$ cat src/rtl/oepd_pkg.sv
// ============================================================================
// Optical edge preamble detector package
// Shared payload types, configuration layout and register codes.
// ============================================================================
package oepd_pkg;

    // Widths fixed by the transaction fields.
    localparam int SAMPLE_W   = 10;
    localparam int TIME_W     = 32;
    localparam int INTERVAL_W = 16;
    localparam int WEIGHT_W   = 8;
    localparam int SPREAD_W   = 10;
    localparam int LIMIT_W    = 15;
    localparam int PADDR_W    = 4;
    localparam int PDATA_W    = 32;
    localparam int RING_DEPTH = 4;

    // Register indexes on the configuration port (byte address / 4).
    typedef enum logic [1:0] {
        REG_DECAY_WEIGHT  = 2'd0,
        REG_ACCEPT_SPREAD = 2'd1,
        REG_MIN_INTERVAL  = 2'd2,
        REG_MAX_INTERVAL  = 2'd3
    } reg_index_t;

    // Register reset values.
    localparam logic [WEIGHT_W-1:0] DECAY_WEIGHT_RST  = 8'd192;
    localparam logic [SPREAD_W-1:0] ACCEPT_SPREAD_RST = 10'd10;
    localparam logic [LIMIT_W-1:0]  MIN_INTERVAL_RST  = 15'd50;
    localparam logic [LIMIT_W-1:0]  MAX_INTERVAL_RST  = 15'd500;

    // Input transaction.
    typedef struct packed {
        logic                action;
        logic [SAMPLE_W-1:0] sample_a;
        logic [SAMPLE_W-1:0] sample_b;
        logic [TIME_W-1:0]   now_ms;
    } in_item_t;

    // Result transaction.
    typedef struct packed {
        logic                         phase_out;
        logic                         edge_seen;
        logic                         preamble_found;
        logic signed [INTERVAL_W-1:0] latest_interval;
    } out_item_t;

    // Configuration registers as seen by the datapath.
    typedef struct packed {
        logic [WEIGHT_W-1:0] decay_weight;
        logic [SPREAD_W-1:0] accept_spread;
        logic [LIMIT_W-1:0]  min_interval;
        logic [LIMIT_W-1:0]  max_interval;
    } cfg_t;

    // Phase stage to interval stage hand-off.
    typedef struct packed {
        logic              action;
        logic              phase;
        logic              edge_seen;
        logic [TIME_W-1:0] now_ms;
    } stage_t;

endpackage

$ cat src/rtl/oepd_smooth_lane.sv
// ============================================================================
// Smoothing lane
// Exponential average of one phototransistor channel:
// avg = (avg * w + (256 - w) * sample) >> 8.
// ============================================================================
module oepd_smooth_lane #(
    parameter int SAMPLE_BITS = 10,
    parameter int RESET_AVG   = 0
) (
    input  logic                              aclk,
    input  logic                              aresetn,
    input  logic                              update,
    input  logic [oepd_pkg::WEIGHT_W-1:0]     decay_weight,
    input  logic [oepd_pkg::SAMPLE_W-1:0]     sample,
    output logic [SAMPLE_BITS-1:0]            avg_next
);

    localparam int ACC_W = SAMPLE_BITS + oepd_pkg::WEIGHT_W + 1;

    logic [SAMPLE_BITS-1:0]        avg_reg;
    logic [SAMPLE_BITS-1:0]        sample_fit;
    logic [oepd_pkg::WEIGHT_W:0]   inv_weight;
    logic [ACC_W-1:0]              acc;

    // Bring the sample to the lane width, then blend it with the old average.
    assign sample_fit = SAMPLE_BITS'(sample);
    assign inv_weight = (oepd_pkg::WEIGHT_W + 1)'(1 << oepd_pkg::WEIGHT_W)
                        - {1'b0, decay_weight};
    assign acc = (ACC_W'(avg_reg) * ACC_W'(decay_weight))
               + (ACC_W'(sample_fit) * ACC_W'(inv_weight));
    assign avg_next = acc[SAMPLE_BITS+oepd_pkg::WEIGHT_W-1:oepd_pkg::WEIGHT_W];

    // Average register, updated once per processed sample transaction.
    always_ff @(posedge aclk) begin
        if (!aresetn) begin
            avg_reg <= SAMPLE_BITS'(RESET_AVG);
        end else if (update) begin
            avg_reg <= avg_next;
        end
    end

endmodule

$ cat src/rtl/oepd_interval_merge.sv
// ============================================================================
// Interval merge stage
// Combines the lane phase result into the interval history and evaluates
// the preamble condition over the four most recent intervals.
// ============================================================================
module oepd_interval_merge (
    input  logic                aclk,
    input  logic                aresetn,
    input  logic                advance,
    input  oepd_pkg::stage_t    stage,
    input  oepd_pkg::cfg_t      cfg,
    output oepd_pkg::out_item_t result
);

    localparam int IW    = oepd_pkg::INTERVAL_W;
    localparam int SUM_W = IW + 2;

    // History kept in age order: tap 0 is the newest, the last tap the oldest.
    // The cyclic difference sum does not depend on where the ring starts.
    logic [IW-1:0]               hist_reg  [oepd_pkg::RING_DEPTH];
    logic [IW-1:0]               hist_next [oepd_pkg::RING_DEPTH];
    logic [oepd_pkg::TIME_W-1:0] last_edge_reg;
    logic [oepd_pkg::TIME_W-1:0] elapsed;
    logic [IW-1:0]               diff01, diff21, diff23, diff03;
    logic [SUM_W-1:0]            spread_sum;
    logic [SUM_W-1:0]            spread_limit;
    logic [IW-1:0]               oldest;
    logic                        oldest_ok;
    logic                        found;
    logic                        flag_reg;

    function automatic logic [IW-1:0] abs_diff(input logic [IW-1:0] x,
                                               input logic [IW-1:0] y);
        logic signed [IW:0] d;
        begin
            d = {x[IW-1], x} - {y[IW-1], y};
            abs_diff = d[IW] ? IW'(-d) : d[IW-1:0];
        end
    endfunction

    assign elapsed = stage.now_ms - last_edge_reg;

    // Next history: clear empties it, an edge shifts in the new interval.
    always_comb begin
        for (int i = 0; i < oepd_pkg::RING_DEPTH; i++) begin
            hist_next[i] = hist_reg[i];
        end
        if (stage.action) begin
            for (int i = 0; i < oepd_pkg::RING_DEPTH; i++) begin
                hist_next[i] = '0;
            end
        end else if (stage.edge_seen) begin
            hist_next[0] = elapsed[IW-1:0];
            for (int i = 1; i < oepd_pkg::RING_DEPTH; i++) begin
                hist_next[i] = hist_reg[i-1];
            end
        end
    end

    // Jitter test: sum of neighbor differences around the ring.
    assign diff01 = abs_diff(hist_next[0], hist_next[1]);
    assign diff21 = abs_diff(hist_next[2], hist_next[1]);
    assign diff23 = abs_diff(hist_next[2], hist_next[3]);
    assign diff03 = abs_diff(hist_next[0], hist_next[3]);
    assign spread_sum = SUM_W'(diff01) + SUM_W'(diff21)
                      + SUM_W'(diff23) + SUM_W'(diff03);
    assign spread_limit = SUM_W'({cfg.accept_spread, 2'b00});

    // Range test on the oldest interval; a negative value always fails.
    assign oldest    = hist_next[oepd_pkg::RING_DEPTH-1];
    assign oldest_ok = !oldest[IW-1]
                       && (oldest[IW-2:0] >= cfg.min_interval)
                       && (oldest[IW-2:0] <= cfg.max_interval);
    assign found     = oldest_ok && (spread_sum <= spread_limit);

    // Result of this transaction.
    always_comb begin
        result.phase_out       = stage.phase;
        result.edge_seen       = stage.edge_seen && !stage.action;
        result.latest_interval = hist_next[0];
        if (stage.action) begin
            result.preamble_found = 1'b0;
        end else if (stage.edge_seen) begin
            result.preamble_found = found;
        end else begin
            result.preamble_found = flag_reg;
        end
    end

    // History, edge time and flag registers.
    always_ff @(posedge aclk) begin
        if (!aresetn) begin
            for (int i = 0; i < oepd_pkg::RING_DEPTH; i++) begin
                hist_reg[i] <= '0;
            end
            last_edge_reg <= '0;
            flag_reg      <= 1'b0;
        end else if (advance) begin
            for (int i = 0; i < oepd_pkg::RING_DEPTH; i++) begin
                hist_reg[i] <= hist_next[i];
            end
            flag_reg <= result.preamble_found;
            if (!stage.action && stage.edge_seen) begin
                last_edge_reg <= stage.now_ms;
            end
        end
    end

endmodule

$ cat src/rtl/optical_edge_preamble_detector_unit.sv
// ============================================================================
// Optical edge preamble detector
// Smooths two phototransistor channels, tracks the phase between them and
// flags a regular run of edge intervals as a preamble.
// ============================================================================
// Usage:
// Sample transactions enter on the s_ channel (valid/ready) as an in_item_t;
// one out_item_t result per transaction leaves on the m_ channel in order.
// A transaction with action set clears the interval history and the flag,
// keeping the averages and the phase.
// Path: a transaction is loaded into the phase stage register when it is
// accepted, and its result then into the output register, which offers it.
// Throughput: one transaction per cycle while m_ready is high. The per-cycle
// limit is the average feedback in each smoothing lane, one multiply-add per channel per cycle.
// When m_ready is low the result holds in the output register and one more
// transaction is still taken into the phase stage; then s_ready drops.
// Reset (aresetn low, synchronous) empties both stages, loads the register
// defaults and the initial averages; no clearing pass follows.
// The APB port writes and reads the four registers at byte offsets 0, 4, 8
// and 12; pready is always high. Registers must change only while idle; the block does not enforce this.
// ============================================================================
module optical_edge_preamble_detector_unit #(
    parameter int SAMPLE_BITS = 10
) (
    input  logic                              aclk,
    input  logic                              aresetn,
    // Sample channel
    input  logic                              s_valid,
    output logic                              s_ready,
    input  oepd_pkg::in_item_t                s_data,
    // Result channel
    output logic                              m_valid,
    input  logic                              m_ready,
    output oepd_pkg::out_item_t               m_data,
    // Configuration port
    input  logic                              psel,
    input  logic                              penable,
    input  logic                              pwrite,
    input  logic [oepd_pkg::PADDR_W-1:0]      paddr,
    input  logic [oepd_pkg::PDATA_W-1:0]      pwdata,
    output logic [oepd_pkg::PDATA_W-1:0]      prdata,
    output logic                              pready
);

    oepd_pkg::cfg_t       cfg_reg;
    oepd_pkg::reg_index_t reg_sel;
    logic                 cfg_write;

    logic                 s_accept;
    logic                 out_free;
    logic                 s1_advance;
    logic                 s1_valid_reg;
    oepd_pkg::stage_t     s1_reg;
    oepd_pkg::stage_t     s1_next;
    logic                 phase_reg;
    logic                 new_phase;
    logic                 lane_update;
    logic [SAMPLE_BITS-1:0] avg_a_next;
    logic [SAMPLE_BITS-1:0] avg_b_next;

    logic                 m_valid_reg;
    oepd_pkg::out_item_t  m_data_reg;
    oepd_pkg::out_item_t  merge_result;

    // Configuration register file.
    assign pready    = 1'b1;
    assign reg_sel   = oepd_pkg::reg_index_t'(paddr[3:2]);
    assign cfg_write = psel && penable && pwrite;

    always_ff @(posedge aclk) begin
        if (!aresetn) begin
            cfg_reg.decay_weight  <= oepd_pkg::DECAY_WEIGHT_RST;
            cfg_reg.accept_spread <= oepd_pkg::ACCEPT_SPREAD_RST;
            cfg_reg.min_interval  <= oepd_pkg::MIN_INTERVAL_RST;
            cfg_reg.max_interval  <= oepd_pkg::MAX_INTERVAL_RST;
        end else if (cfg_write) begin
            unique case (reg_sel)
                oepd_pkg::REG_DECAY_WEIGHT: begin
                    cfg_reg.decay_weight <= pwdata[oepd_pkg::WEIGHT_W-1:0];
                end
                oepd_pkg::REG_ACCEPT_SPREAD: begin
                    cfg_reg.accept_spread <= pwdata[oepd_pkg::SPREAD_W-1:0];
                end
                oepd_pkg::REG_MIN_INTERVAL: begin
                    cfg_reg.min_interval <= pwdata[oepd_pkg::LIMIT_W-1:0];
                end
                oepd_pkg::REG_MAX_INTERVAL: begin
                    cfg_reg.max_interval <= pwdata[oepd_pkg::LIMIT_W-1:0];
                end
                default: begin
                end
            endcase
        end
    end

    // Register read-back.
    always_comb begin
        unique case (reg_sel)
            oepd_pkg::REG_DECAY_WEIGHT:  prdata = oepd_pkg::PDATA_W'(cfg_reg.decay_weight);
            oepd_pkg::REG_ACCEPT_SPREAD: prdata = oepd_pkg::PDATA_W'(cfg_reg.accept_spread);
            oepd_pkg::REG_MIN_INTERVAL:  prdata = oepd_pkg::PDATA_W'(cfg_reg.min_interval);
            oepd_pkg::REG_MAX_INTERVAL:  prdata = oepd_pkg::PDATA_W'(cfg_reg.max_interval);
            default:                     prdata = '0;
        endcase
    end

    // Handshake: the output register and the phase stage each hold one
    // transaction, so input is taken while a result waits.
    assign out_free   = !m_valid_reg || m_ready;
    assign s1_advance = s1_valid_reg && out_free;
    assign s_ready    = !s1_valid_reg || out_free;
    assign s_accept   = s_valid && s_ready;
    assign lane_update = s_accept && !s_data.action;

    // One smoothing lane per channel.
    oepd_smooth_lane #(
        .SAMPLE_BITS (SAMPLE_BITS),
        .RESET_AVG   (10)
    ) u_lane_a (
        .aclk         (aclk),
        .aresetn      (aresetn),
        .update       (lane_update),
        .decay_weight (cfg_reg.decay_weight),
        .sample       (s_data.sample_a),
        .avg_next     (avg_a_next)
    );

    oepd_smooth_lane #(
        .SAMPLE_BITS (SAMPLE_BITS),
        .RESET_AVG   (0)
    ) u_lane_b (
        .aclk         (aclk),
        .aresetn      (aresetn),
        .update       (lane_update),
        .decay_weight (cfg_reg.decay_weight),
        .sample       (s_data.sample_b),
        .avg_next     (avg_b_next)
    );

    // Phase decision from the two fresh averages.
    assign new_phase = avg_a_next < avg_b_next;

    always_comb begin
        s1_next.action    = s_data.action;
        s1_next.now_ms    = s_data.now_ms;
        s1_next.phase     = s_data.action ? phase_reg : new_phase;
        s1_next.edge_seen = !s_data.action && (new_phase != phase_reg);
    end

    // Phase state and phase stage register.
    always_ff @(posedge aclk) begin
        if (!aresetn) begin
            phase_reg    <= 1'b0;
            s1_valid_reg <= 1'b0;
        end else begin
            if (s_accept) begin
                phase_reg    <= s1_next.phase;
                s1_valid_reg <= 1'b1;
            end else if (s1_advance) begin
                s1_valid_reg <= 1'b0;
            end
        end
    end

    always_ff @(posedge aclk) begin
        if (s_accept) begin
            s1_reg <= s1_next;
        end
    end

    // Interval history and preamble decision.
    oepd_interval_merge u_merge (
        .aclk    (aclk),
        .aresetn (aresetn),
        .advance (s1_advance),
        .stage   (s1_reg),
        .cfg     (cfg_reg),
        .result  (merge_result)
    );

    // Output register.
    always_ff @(posedge aclk) begin
        if (!aresetn) begin
            m_valid_reg <= 1'b0;
        end else if (s1_advance) begin
            m_valid_reg <= 1'b1;
        end else if (m_ready) begin
            m_valid_reg <= 1'b0;
        end
    end

    always_ff @(posedge aclk) begin
        if (s1_advance) begin
            m_data_reg <= merge_result;
        end
    end

    assign m_valid = m_valid_reg;
    assign m_data  = m_data_reg;

endmodule
$ cat config.mk
export PLATFORM = sky130hd
export DESIGN_NAME = optical_edge_preamble_detector_unit
export DESIGN_NICKNAME = d
export VERILOG_FILES = /design/src/rtl/oepd_pkg.sv /design/src/rtl/oepd_smooth_lane.sv /design/src/rtl/oepd_interval_merge.sv /design/src/rtl/optical_edge_preamble_detector_unit.sv
export SDC_FILE = /design/constraint.sdc
export NUM_CORES = 1
export LEC_CHECK = 0
export ABC_AREA = 1
export BUFFER_PORTS_ARGS = -buffer_cell sky130_fd_sc_hd__buf_2
export CAP_MARGIN = 20
export CORE_UTILIZATION = 50
export CTS_CLUSTER_SIZE = 28
export DETAILED_ROUTE_END_ITERATION = 6
export GPL_TIMING_DRIVEN = 0
export HOLD_SLACK_MARGIN = 0.1
export PLACE_DENSITY = 0.65
export SLEW_MARGIN = 0
export SYNTH_ARGS = -nofsm -noshare
export SYNTH_HDL_FRONTEND = slang
export SYNTH_HIERARCHICAL = 1
export SYNTH_SLANG_ARGS = --single-unit
$ cat constraint.sdc
create_clock -name aclk -period 8.5 [get_ports aclk]
set_input_delay 0.425 -clock aclk [delete_from_list [all_inputs] [get_ports aclk]]
set_output_delay 0.425 -clock aclk [all_outputs]
set_load 0.01 [all_outputs]
## Word level (Yosys, flattened, before mapping)

Memory sizes are Yosys's and may differ from the RTL's.
Index checks and enable logic that the tools add are counted.

- Bits in registers: 126
- RAM bits: 64
- Input port bits: 96
- Output and inout bits: 54
- Memories: 1

- $add $sub $neg: 15
- $mul: 4
- Magnitude comparators: 4
- Eq/ne operators: 4
- Multiplexer cells: 22
- Bitwise gates (word level): 4
- Reductions and logical operators: 25

Memory list:

| memory | words | width | read ports | clocked after memory_dff | wr ports | line | RTL |
|---|---|---|---|---|---|---|---|
| u_merge.hist_reg | 4 | 16 | 4 | 0 | 4 | oepd_interval_merge.sv:20 | `logic [IW-1:0] hist_reg [oepd_pkg::RING_DEPTH];` |

Operator list:

| operator | number |
|---|---|
| two-way mux 16 bit | 8 |
| two-way mux 64 bit | 2 |
| one-hot mux 32 bit (4 select lines) | 1 |
| subtractor 16 x 16 -> 17 bit | 4 |
| negator 16 bit | 4 |
| adder 18 x 16 -> 18 bit | 2 |
| adder 18 bit | 2 |
| multiplier 10 x 8 -> 18 bit | 2 |
| multiplier 10 x 9 -> 18 bit | 2 |
| <= comparator 18 x 12 -> 1 bit | 1 |
| adder 16 x 16 -> 17 bit | 1 |
| subtractor 16 bit | 1 |
| greater-or-equal comparator 15 bit | 1 |
| <= comparator 15 bit | 1 |
| two-way mux 1 bit | 11 |
| logical AND 1 bit | 10 |
| less-than comparator 10 bit | 1 |
| AND reduction 2 bit | 5 |
| subtractor 9 x 8 -> 9 bit (first input constant) | 1 |
| zero test 1 bit | 5 |
| equality test 2 bit (second input constant) | 2 |
| bitwise OR 1 bit | 4 |
| nonzero test 2 bit | 2 |
| equality test 2 x 1 -> 1 bit (second input constant) | 1 |
| other kinds (3) | 4 |

## Longest topological paths before layout

- Depth in word-level cells: 13
- Gate-level depth with buffers: 51
- Gate-level depth less buffers: 51

## By module

Netlist, hierarchy kept.

Modules (own cells, without submodules):

| module | times used | cells each | area an instance (um^2) | seq. area each (um^2) |
|---|---|---|---|---|
| oepd_interval_merge | 1 | 2178 | 13275.2 | 2262.2 |
| oepd_smooth_lane (u_lane_a) | 1 | 857 | 6267.3 | 200.2 |
| oepd_smooth_lane (u_lane_b) | 1 | 870 | 6234.7 | 200.2 |
| optical_edge_preamble_detector_unit | 1 | 418 | 4156.5 | 2642.5 |

## Least setup slack after synthesis

No wires, ideal clock.

- Kind: reg2reg
- Start: register cfg_reg[40] (netlist name)
- End: register s1_reg[32] (netlist name), data pin
- Arrival: 6785 ps
- Slack: 1465 ps
- Stages on the path, launching flop included: 38
- Path buffers: 2
- Period minus slack after synthesis: 7035 ps
- Cell sequence: dfxtp_1 > clkbuf_1 > clkbuf_1 > inv_1 > ha_1 > nand3_2 > or2_1 > or3_1 > nand2_2 > nor2_1 > fa_1 > inv_1 > fa_1 > inv_1 > fa_1 > fa_1 > fa_1 > inv_1 > [2 not listed] > ha_1 > nand2_1 > inv_1 > nand3_1 > nor3_1 > nand2_1 > nand2_2 > a21oi_1 > nand2_1 > nand2_1 > ha_1 > nand2_1 > nor2_1 > nand3_1 > nand3_1 > nand2_1 > inv_1 > nor2_1

RTL lines:

| item | line | RTL |
|---|---|---|
| to (signal assigned) | optical_edge_preamble_detector_unit.sv:167 | `s1_reg <= s1_next;` |
| to (decl) | optical_edge_preamble_detector_unit.sv:53 | `oepd_pkg::stage_t s1_reg;` |

==> flow_summary.ini <==
[drt]
first_iter_violations = 2065
drc = 0
maxUsedRoutingLayer = met5
dr_wl_met2_mm = 35.6
wl_met1_mm = 39.4
routed_wirelength_mm = 82.6
ant_nets = 0
vias_per_cell = 5.05
wl_met3_mm = 6.04
wl_per_cell_um = 15.8
via_count = 26441
dr.pass1.iters = 6

[die]
die_area_mm2 = 0.0599
core_mm2 = 0.0579
rows = 88
start_util = 0.509
io_pins = 150
die_y_um = 245
die_x_um = 245

[setup_path]
worstPathRequired_ns = 8.81
critPathBufInv = 8
crit_type = reg -> reg
critical_path.top_delay_family = adder cells
slowest_delay_ns = 0.57
critPathLaunchType = register
end_kind = register
crit_fanout = 10
crit_arrival_ns = 8.37
critPathSlowestCell = fa_1

[global_route]
grt_overflow = 0
grt_max_degree = 65
grt_pass1_wl_mm = 134
grt_pass1_vias = 25338
grt_usage = 0.285
antenna_found_initial = 5

[clock_network]
cts_made_buffers = 17
path_clk_slew_ns = 0.08
h-tree-depth = 4
clk-insertion-delay-late_ns = 0.50
tritoncts = built
cts_setup_buffers = 0
root_buffer = clkbuf_16
cts_buffer_depth = 2
clock-sinks = 190

[yosys]
postSynthAreaPerCell_um2 = 6.84
synthCells = 4307
syn_area_mm2 = 0.0295
ys_warn_count = 6

[status]
outcome = complete, no violations

[timing]
maxSlewViolCount = 0
fmax_mhz = 124
slew_headroom = 0.370
post-route-period-util = 0.949
skew_ns = 0.0113
fin_ws_ns = 0.437
period_needed_ns = 8.06
tns_ns = 0
hold_viol = 0
tightestPinTransition_ns = 0.939
finalSetupViolCount = 0

[run]
drv_cap = 0

[final_layout]
largest_reg_flops = 64
diodes = 0
fin_nets = 5123
area_delta_synth_final_pct = 8.28
seqCellArea_mm2 = 0.00483
drive_above_1_share = 0.0656
multi_input_area_mm2 = 0.0205
fillers = 5897

[placement]
hpwl_mm = 70.6
port_buffers = 91
gp_congestion = 0.972
post-place-ws_ns = -0.341

[worst_hold_path]
timing.hold.worst.class = in -> reg
==> cell usage in the layout, fill, tap and decap left out, types with 7 or more instances in the layout <==
cell type,count
a21o_1,8
a21oi_1,143
and2_1,9
buf_1,8
buf_2,100
buf_4,43
clkbuf_1,65
clkbuf_16,17
clkbuf_2,8
conb_1,18
dfxtp_1,87
dlygate4sd3_1,16
edfxtp_1,102
fa_1,294
ha_1,279
inv_1,932
inv_2,20
nand2_1,1179
nand2_2,22
nand3_1,192
nand3_2,7
nand3b_1,22
nand4_1,54
nor2_1,476
nor2_2,18
nor2_4,7
nor3_1,39
nor3_2,10
nor4_1,20
o21ai_0,110
o21bai_1,8
xnor2_1,17
xor2_1,56
==> cell type report <==
| class | count | share of cell area |
|---|---|---|
| multi-input combinational | 3042 | 0.643 |
| sequential | 190 | 0.151 |
| inverter | 956 | 0.113 |
| tap | 765 | 0.0300 |
| buffer | 135 | 0.0223 |
| timing repair buffer | 111 | 0.0204 |
| clock buffer | 17 | 0.0133 |
| clock inverter | 15 | 0.00694 |
==> stage by stage <==
step / hold WS (ns) / std cells / util / area [um^2]
after floorplan: 0.433 / 4323 / - / 29500
after global placement: 0.445 / 5179 / 0.534 / 30900
after detailed placement: 0.451 / 5183 / 0.535 / 31000
after CTS: 0.133 / 5231 / 0.549 / 31800
after global routing: 0.141 / 5231 / 0.551 / 31900
final: 0.160 / 5231 / 0.551 / 31900
==> path summary, 6_finish.rpt <==
check                                                              to  depth (start not counted)  slack (ns)                                  start
worst max-delay path                             s1_reg[33]$_DFFE_PP_                         34        0.44               cfg_reg[40]$_SDFFE_PN0P_
worst min-delay path                             s1_reg[34]$_DFFE_PP_                          1        0.16                             s_data[52]
worst min register to register  u_merge/last_edge_reg[2]$_SDFFE_PN0P_                          2        0.46  u_merge/last_edge_reg[2]$_SDFFE_PN0P_
worst max register to register                   s1_reg[33]$_DFFE_PP_                         34        0.44               cfg_reg[40]$_SDFFE_PN0P_
==> layer usage <==
layer	vias to the layer above	global-route usage
met5	-	0
met4	6	0.0686
met1	12212	0.416
met3	85	0.0491
met2	804	0.437
li1	13334	-
==> timing repair <==
item	CTS	global route
resized for setup	6	38
endpoints found under the hold margin	16	0
hold buffers	16	0
setup endpoints to repair	5	5
pin swaps	0	2
Power is not shown: default switching activity piles up to over one toggle a cycle in this logic, so the estimate is an artifact.
